--- config.mk ---
export PLATFORM = sky130hd
export DESIGN_NAME = decimal_string_to_int_parser_unit
export DESIGN_NICKNAME = d
export VERILOG_FILES = /design/src/hdl/dsip_pkg.sv /design/src/hdl/decimal_string_to_int_parser_unit.sv /design/src/hdl/dsip_step.sv
export SDC_FILE = /design/constraint.sdc
export NUM_CORES = 1
export LEC_CHECK = 0
export BUFFER_PORTS_ARGS = -buffer_cell sky130_fd_sc_hd__buf_2
export CORE_MARGIN = 2
export CORE_UTILIZATION = 30
export CTS_CLUSTER_DIAMETER = 60
export DETAILED_ROUTE_END_ITERATION = 10
export PLACE_DENSITY_LB_ADDON = 0.2
export SYNTH_ARGS = -nofsm -noshare
export SYNTH_HDL_FRONTEND = slang
export SYNTH_SLANG_ARGS = --single-unit
--- constraint.sdc ---
create_clock -name aclk -period 10.7 [get_ports aclk]
set_input_delay 2.14 -clock aclk [delete_from_list [all_inputs] [get_ports aclk]]
set_output_delay 2.14 -clock aclk [all_outputs]
set_load 0.02 [all_outputs]
--- src/hdl/dsip_pkg.sv ---
// Shared constants, types and widths of the decimal string parser.
// Used by every module of the block; depends on nothing.
`default_nettype none

package dsip_pkg;

    localparam int LENGTH_BITS = 8;
    localparam int CHAR_W      = 8;
    localparam int ACC_W       = 32;
    localparam int VALUE_W     = ACC_W + 1;
    localparam int PROD_W      = ACC_W + 4;
    localparam int IN_DATA_W   = CHAR_W;
    localparam int OUT_DATA_W  = ((VALUE_W + LENGTH_BITS + 7) / 8) * 8;
    localparam int OUT_USER_W  = 2;

    localparam logic [CHAR_W-1:0] CHAR_PLUS  = 8'h2B;
    localparam logic [CHAR_W-1:0] CHAR_MINUS = 8'h2D;
    localparam logic [CHAR_W-1:0] CHAR_ZERO  = 8'h30;
    localparam logic [CHAR_W-1:0] CHAR_NINE  = 8'h39;

    localparam logic [ACC_W-1:0]       U32_MAX = '1;
    localparam logic [ACC_W-1:0]       S32_MAX = {1'b0, {(ACC_W-1){1'b1}}};
    localparam logic [LENGTH_BITS-1:0] LEN_MAX = '1;

    typedef struct packed {
        logic                   active;
        logic [ACC_W-1:0]       acc;
        logic                   overflow;
        logic                   negative;
        logic                   sign_taken;
        logic [LENGTH_BITS-1:0] count;
    } parse_state_t;

    typedef struct packed {
        logic signed [VALUE_W-1:0] parsed_value;
        logic                      range_error;
        logic                      digits_found;
        logic [LENGTH_BITS-1:0]    consumed_length;
    } parse_result_t;

endpackage

`default_nettype wire

--- src/hdl/decimal_string_to_int_parser_unit.sv ---
// Top level of the decimal string parser: stream ports, registers, config.
// Depends on dsip_pkg and dsip_step.
//
//   Channel   Dir  Handshake            Contents
//   s_        in   s_tvalid/s_tready    one string byte, first-of-number flag
//   m_        out  m_tvalid/m_tready    value, length, range error, digits flag
//   cfg_      in   cfg_wr_en            signed_mode
//
// One byte per cycle is sustained while m_ is not stalled; the result of a terminating
// byte goes through the input register, then the result register, before it shows on m_.
// The accumulate step (multiply by ten and add) runs once per item.
// Reset is synchronous, active low, and sets signed_mode to 1.
// A stalled result holds the pipeline; the input register still takes one item.
`default_nettype none

module decimal_string_to_int_parser_unit (
    input  wire logic                               aclk,
    input  wire logic                               aresetn,
    input  wire logic                               cfg_wr_en,
    input  wire logic                               cfg_wr_data,
    input  wire logic                               s_tvalid,
    output logic                                    s_tready,
    // char_byte [7:0]
    input  wire logic [dsip_pkg::IN_DATA_W-1:0]     s_tdata,
    // first_byte
    input  wire logic                               s_tuser,
    output logic                                    m_tvalid,
    input  wire logic                               m_tready,
    // parsed_value [32:0], consumed_length [40:33], zero fill
    output logic [dsip_pkg::OUT_DATA_W-1:0]         m_tdata,
    // range_error [0], digits_found [1]
    output logic [dsip_pkg::OUT_USER_W-1:0]         m_tuser
);
    import dsip_pkg::*;

    logic                signed_mode_reg;
    logic                in_valid_reg;
    logic [CHAR_W-1:0]   in_char_reg;
    logic                in_first_reg;
    parse_state_t        state_reg;
    parse_state_t        state_next;
    logic                out_valid_reg;
    logic                out_valid_next;
    parse_result_t       out_reg;
    parse_result_t       step_result;
    logic                step_emit;
    logic                out_free;
    logic                advance;

    dsip_step u_step (
        .signed_mode (signed_mode_reg),
        .char_byte   (in_char_reg),
        .first_byte  (in_first_reg),
        .state_cur   (state_reg),
        .state_next  (state_next),
        .emit        (step_emit),
        .result      (step_result)
    );

    assign out_free = !out_valid_reg || m_tready;
    assign advance  = in_valid_reg && out_free;
    assign s_tready = !in_valid_reg || out_free;

    always_comb begin
        out_valid_next = out_valid_reg;
        if (advance && step_emit) begin
            out_valid_next = 1'b1;
        end else if (m_tready) begin
            out_valid_next = 1'b0;
        end
    end

    always_ff @(posedge aclk) begin
        if (!aresetn) begin
            signed_mode_reg <= 1'b1;
            in_valid_reg    <= 1'b0;
            state_reg       <= '0;
            out_valid_reg   <= 1'b0;
        end else begin
            if (cfg_wr_en) begin
                signed_mode_reg <= cfg_wr_data;
            end
            if (s_tvalid && s_tready) begin
                in_valid_reg <= 1'b1;
            end else if (advance) begin
                in_valid_reg <= 1'b0;
            end
            if (advance) begin
                state_reg <= state_next;
            end
            out_valid_reg <= out_valid_next;
        end
    end

    always_ff @(posedge aclk) begin
        if (s_tvalid && s_tready) begin
            in_char_reg  <= s_tdata[CHAR_W-1:0];
            in_first_reg <= s_tuser;
        end
        if (advance && step_emit) begin
            out_reg <= step_result;
        end
    end

    assign m_tvalid = out_valid_reg;
    assign m_tdata  = OUT_DATA_W'({out_reg.consumed_length, out_reg.parsed_value});
    assign m_tuser  = {out_reg.digits_found, out_reg.range_error};

endmodule

`default_nettype wire

--- src/hdl/dsip_step.sv ---
// Combinational parse step: next parser state and the result for one byte.
// Depends on dsip_pkg.
`default_nettype none

module dsip_step (
    input  wire logic                          signed_mode,
    input  wire logic [dsip_pkg::CHAR_W-1:0]   char_byte,
    input  wire logic                          first_byte,
    input  wire dsip_pkg::parse_state_t        state_cur,
    output dsip_pkg::parse_state_t             state_next,
    output logic                               emit,
    output dsip_pkg::parse_result_t            result
);
    import dsip_pkg::*;

    parse_state_t           base;
    logic                   active;
    logic                   is_digit;
    logic                   is_sign;
    logic [PROD_W-1:0]      prod;
    logic [ACC_W-1:0]       mag;
    logic                   err;
    logic [LENGTH_BITS:0]   len_sum;

    always_comb begin
        // A first byte starts from a cleared number.
        base = first_byte ? '0 : state_cur;
        active = first_byte || state_cur.active;
        is_digit = (char_byte >= CHAR_ZERO) && (char_byte <= CHAR_NINE);
        is_sign = first_byte && signed_mode &&
                  ((char_byte == CHAR_PLUS) || (char_byte == CHAR_MINUS));

        // acc * 10 + digit as two shifts and two adds.
        prod = (PROD_W'(base.acc) << 3) + (PROD_W'(base.acc) << 1) +
               PROD_W'(char_byte[3:0]);

        state_next = state_cur;
        emit = 1'b0;
        if (active) begin
            state_next = base;
            state_next.active = 1'b1;
            if (is_sign) begin
                state_next.sign_taken = 1'b1;
                state_next.negative = (char_byte == CHAR_MINUS);
            end else if (is_digit) begin
                state_next.acc = prod[ACC_W-1:0];
                state_next.overflow = base.overflow || (|prod[PROD_W-1:ACC_W]);
                if (base.count != LEN_MAX) begin
                    state_next.count = base.count + 1'b1;
                end
            end else begin
                state_next.active = 1'b0;
                emit = 1'b1;
            end
        end

        mag = base.overflow ? U32_MAX : base.acc;
        err = base.overflow;
        if (signed_mode && mag[ACC_W-1]) begin
            mag = S32_MAX;
            err = 1'b1;
        end
        len_sum = {1'b0, base.count} + (LENGTH_BITS+1)'(base.sign_taken);

        if (base.count == '0) begin
            result = '0;
        end else begin
            result.parsed_value = (signed_mode && base.negative) ?
                                  -$signed({1'b0, mag}) : $signed({1'b0, mag});
            result.range_error = err;
            result.digits_found = 1'b1;
            result.consumed_length = len_sum[LENGTH_BITS] ? LEN_MAX :
                                     len_sum[LENGTH_BITS-1:0];
        end
    end

endmodule

`default_nettype wire

## Word level (Yosys, flattened, before mapping)

Cells that the tools add are included.

- Input bits: 15
- Output and inout bits: 52
- Bits in registers: 99
- Word-level logic and storage cells: 69

- Mux-type cells: 21
- Magnitude comparators: 2
- Equality and inequality tests: 3
- Reductions and logical operators: 21
- Bitwise logic cells: 1
- Add/subtract/negate cells: 5

Operator list:

| operator | number |
|---|---|
| 2-to-1 mux 32 bit | 3 |
| 2-to-1 mux 43 bit | 1 |
| adder 35 x 33 -> 36 bit | 1 |
| adder 36 x 4 -> 36 bit | 1 |
| 2-to-1 mux 34 bit | 1 |
| 2-to-1 mux 33 bit | 1 |
| negator 32 -> 33 bit | 1 |
| 2-to-1 mux 8 bit | 4 |
| == test 8 x 6 -> 1 bit (second input constant) | 2 |
| adder 8 x 1 -> 9 bit | 1 |
| 2-to-1 mux 1 bit | 9 |
| 2-to-1 mux 9 bit | 1 |
| adder 8 x 1 -> 8 bit (second input constant) | 1 |
| greater-or-equal comparator 8 x 6 -> 1 bit (second input constant) | 1 |
| less-or-equal comparator 8 x 6 -> 1 bit (second input constant) | 1 |
| logical AND 1 bit | 8 |
| logical NOT 8 bit | 1 |
| != test 8 bit (second input constant) | 1 |
| logical OR 1 bit | 5 |
| nonzero test 2 bit | 2 |
| OR reduction 4 bit | 1 |
| logical NOT 1 bit | 2 |
| 2-to-1 mux 2 bit | 1 |
| AND reduction 2 bit | 1 |
| other kinds (2) | 2 |

## Logic depth before layout (Yosys ltp)

- Depth after elaboration: 7
- Depth in mapped cells: 18

## Cells and area by module

From an unflattened synthesis, not the netlist that was laid out.

- Cells, all modules: 955
- Area total of the unflattened synthesis: 7816.2 µm²

Modules (own cells, without submodules):

| module | area an instance (µm²) | cells each | times used |
|---|---|---|---|
| dsip_step | 4300.4 | 689 | 1 |
| decimal_string_to_int_parser_unit | 3515.9 | 266 | 1 |

## Worst setup path before layout

OpenSTA, ideal clock, no wires.

- Kind: in2out
- Start: in m_tready
- End: out s_tready
- Path slack: 6.095 ns
- Data required time: 8.560 ns
- Arrival: 2.465 ns
- Stages: 2
- Path through: nor2b_1 > nand2_1

- Longest elaborated chain between the ends: 2

RTL lines:

| what | RTL line | RTL |
|---|---|---|
| start, declared | decimal_string_to_int_parser_unit.sv:28 | `input wire logic m_tready,` |
| logical OR 1 bit | decimal_string_to_int_parser_unit.sv:60 | `assign out_free = !out_valid_reg \|\| m_tready;` |
| logical OR 1 bit | decimal_string_to_int_parser_unit.sv:62 | `assign s_tready = !in_valid_reg \|\| out_free;` |
| end, declared | decimal_string_to_int_parser_unit.sv:22 | `output logic s_tready,` |

Every way passes these cells.

## Worst setup path after layout

Ends and elaborated chain as after synthesis.

==> metrics.md <==
| Metric | Value |
|---|---|
| Status | finished clean |
| Multi-input gate area | 4630 um2 |
| Met1 GRT Util | 0.237 |
| FF-to-FF End | state_reg[40] |
| Port bufs | 59 |
| Count of cell types in the netlist | 70 |
| Ant. Diodes | 0 |
| Layout area overhead | 11.6% |
| Worst hold path startpoint | state_reg[36] |
| H-tree Lvls | 3 |
| M3 GR Usage | 0.0203 |
| Postcts setup bufs | 0 |
| Top cell type by total area after synthesis | edfxtp_1 |
| Worst path buffer plus inverter count | 2 |
| DIE AREA | 25,900 um2 |
| Initial Util | 0.305 |
| Hold Path Cell Cnt | 2 |
| GRT Total Usage | 0.150 |
| Fill count | 2,519 |
| Register area | 2500 um2 |
| CP required | 8.56 ns |
| Leak | 3.26 nW |
| #FFs+latches synth | 99 |
| Final Critical Period | 4.81 ns |
| Die width | 161 um |
| Fin. max-slew vios | 0 |
| Residual overflow from global routing | 0 |
| Largest stage delay, worst path | 0.18 ns |
| Fin Clk Skew | 0.0121 ns |
| Synth area leaders | edfxtp_1 21%, dfxtp_1 13%, ha_1 12% |
| Mapped cell area | 7400 um2 |
| Total Neg Setup Slack | 0 ns |
| EDFF count, synth | 52 |
| Ys async rst share | 0 |
| Pin count of the biggest net entering global routing | 59 |
| Seq/Total Area, Yosys | 0.338 |
| Share of post-route cells with drive strength above 1 | 0.114 |
| Critical Path Fanout Max | 3 |
| Grt met2 use | 0.215 |
| Final Instance Area | 8250 um2 |
| Max reg flops | 44 |
| VDD IR max | 0.0784 mV |
| Startpoint types | input pin |
| Hold Path Sink | state_reg[36] |
| Routed WL | 19,100 um |
| Row Count | 57 |
| Critical path's top delay family | simple AND/OR/NAND/NOR gates |
| Antenna Nets Post-Route | 0 |
| DR pass1 iterations | 5 |
| Clock Tree Buf Depth | 2 |
| Syn avg cell area | 8.49 um2 |
| Arrival time worst endpoint | 2.67 ns |
| Main synth FF type | edfxtp_1 |
| RSZ-0062 raised after global routing | false |
| Power Dens Cells | 93.3 nW/um2 |
| Worst-path clk slew | 0.07 ns |
| Crit-path slowest cell | nor2b_1 |
| Initial antenna violation count | 0 |
| Clock latency on the worst-skew pair | 0.36 ns |
| Most used cell, CP | buf_2 |
| R2R depth | 15 |
| Cells along the critical path | buf_2, nor2b_1, nand2_1, buf_2 |
| Die height | 161 um |
| Hold-fix buffer count after cts | 0 |
| Gpl congestion | 0.789 |
| R2R setup slack | 6.33 ns |
| Post-Synthesis Cells | 871 |
| Vias in the first global route | 5,736 |
| Core area | 24,200 um2 |
| Top cell type's share of synthesized area | 0.211 |
| GR peak layer | met1 |
| R2R Path Start | in_first_reg |
| Slew Limit Headroom | 0.291 |
| Cts bufs inserted | 9 |
| Area after DPL | 7970 um2 |
| Vias per std cell | 5.04 |
| CTS tree | done |
| Hold Crit Class | flop to flop |
| Io pins | 67 |
| Ys Warns | 0 |
| Final setup fails | 0 |
| Sink Count | 99 |
| Final period util | 0.449 |
| Total of max-cap violations | 0 |
| Most frequent cells in the layout | 88 x nand2_1, 84 x nor2_1, 68 x ha_1, 65 x nor2b_1, 60 x a21oi_1 |
| Total vias in the final route | 6,236 |
| CTS root buf | clkbuf_16 |
| Commonest non-fill, non-tap cell in the layout | nand2_1 |
| First-pass GRT wire length | 31,500 um |
| Nets | 994 |
| Worst-margin pin slew | 1.06 ns |
| Number of hold violations in the final report | 0 |
| WL per Instance | 15.5 um |
| Post-CTS sizing | 0 |
| Max Fclk | 208 MHz |
| Crit Path Class | input pin to output port |
| Dpl hpwl | 14,600 um |
| Setup crit end kind | output port |
| Remaining DRCs | 0 |
| Initial drt markers | 444 |
## worst max-delay path by stage
stage                         from       end  slack [ns]  cells after the start
after floorplan           m_tready  s_tready        6.09                      2
after global placement    m_tready  s_tready        5.89                      4
after detailed placement  m_tready  s_tready        5.89                      4
after CTS                 m_tready  s_tready        5.89                      4
after global routing      m_tready  s_tready        5.81                      4
final                     m_tready  s_tready        5.89                      4
## cells in the mapped netlist (8+ instances only)
library cell,instances
nand2_1,88
or3_1,11
edfxtp_1,52
nor3_1,21
nor2_1,84
clkbuf_1,30
inv_1,24
or2_2,8
nor2b_1,66
nand2b_1,10
xor2_1,17
and2_1,9
nand3_1,14
ha_1,68
a21o_1,12
xnor2_1,25
a31oi_1,11
dfxtp_1,47
a22oi_1,27
o21ai_0,51
nand4_1,9
a21oi_1,60
buf_4,8
## per-layer routing
layer  share of wire  vias up
met5               0        -
li1                -     3217
met3           0.030       10
met2            0.41      102
met4          0.0077        0
met1            0.56     2907
## final cells by class
cell class / count / area share
Clock inverter: 5 / 0.00440
Sequential cell: 99 / 0.303
Tap cell: 324 / 0.0491
Multi-Input combinational cell: 709 / 0.561
Inverter: 24 / 0.0109
Clock buffer: 11 / 0.0294
Timing Repair Buffer: 66 / 0.0421
## per-stage QoR
stage / setup WS, ns / util / hold WS (ns) / instances / power, mW
3_3_place_gp: 5.89 / 0.329 / 0.427 / 1222 / 0.464
4_1_cts: 5.89 / 0.340 / 0.450 / 1238 / 0.778
6_report: 5.89 / 0.340 / 0.445 / 1238 / 0.770
2_1_floorplan: 6.09 / - / 0.417 / 877 / 0.450
3_5_place_dp: 5.89 / 0.329 / 0.435 / 1222 / 0.464
5_1_grt: 5.81 / 0.340 / 0.459 / 1238 / 0.792
## where the power goes
group	internal, mW	switching [mW]	total, mW
Clock	0.165	0.150	0.315
Combinational	0.0120	0.0318	0.0438
Sequential	0.408	0.00389	0.411
## worst reg2reg max path: cells and delay by family, from the launching register on
kind            cells  cell delay (ns)
compound gates      6             1.71
fa+ha+maj           2             0.63
buf+inv             3             1.00
simple gates        4             0.63
flops               1             0.32
## cell families after synthesis
logic type,after synthesis,synth area share
compound gates,228,0.201
xor+xnor,42,0.0497
fa+ha+maj,70,0.120
buf+inv,69,0.0396
flops,99,0.338
mux,3,0.00406
other cells,1,0.000507
simple gates,359,0.246
(Power assumes the default switching activity.)
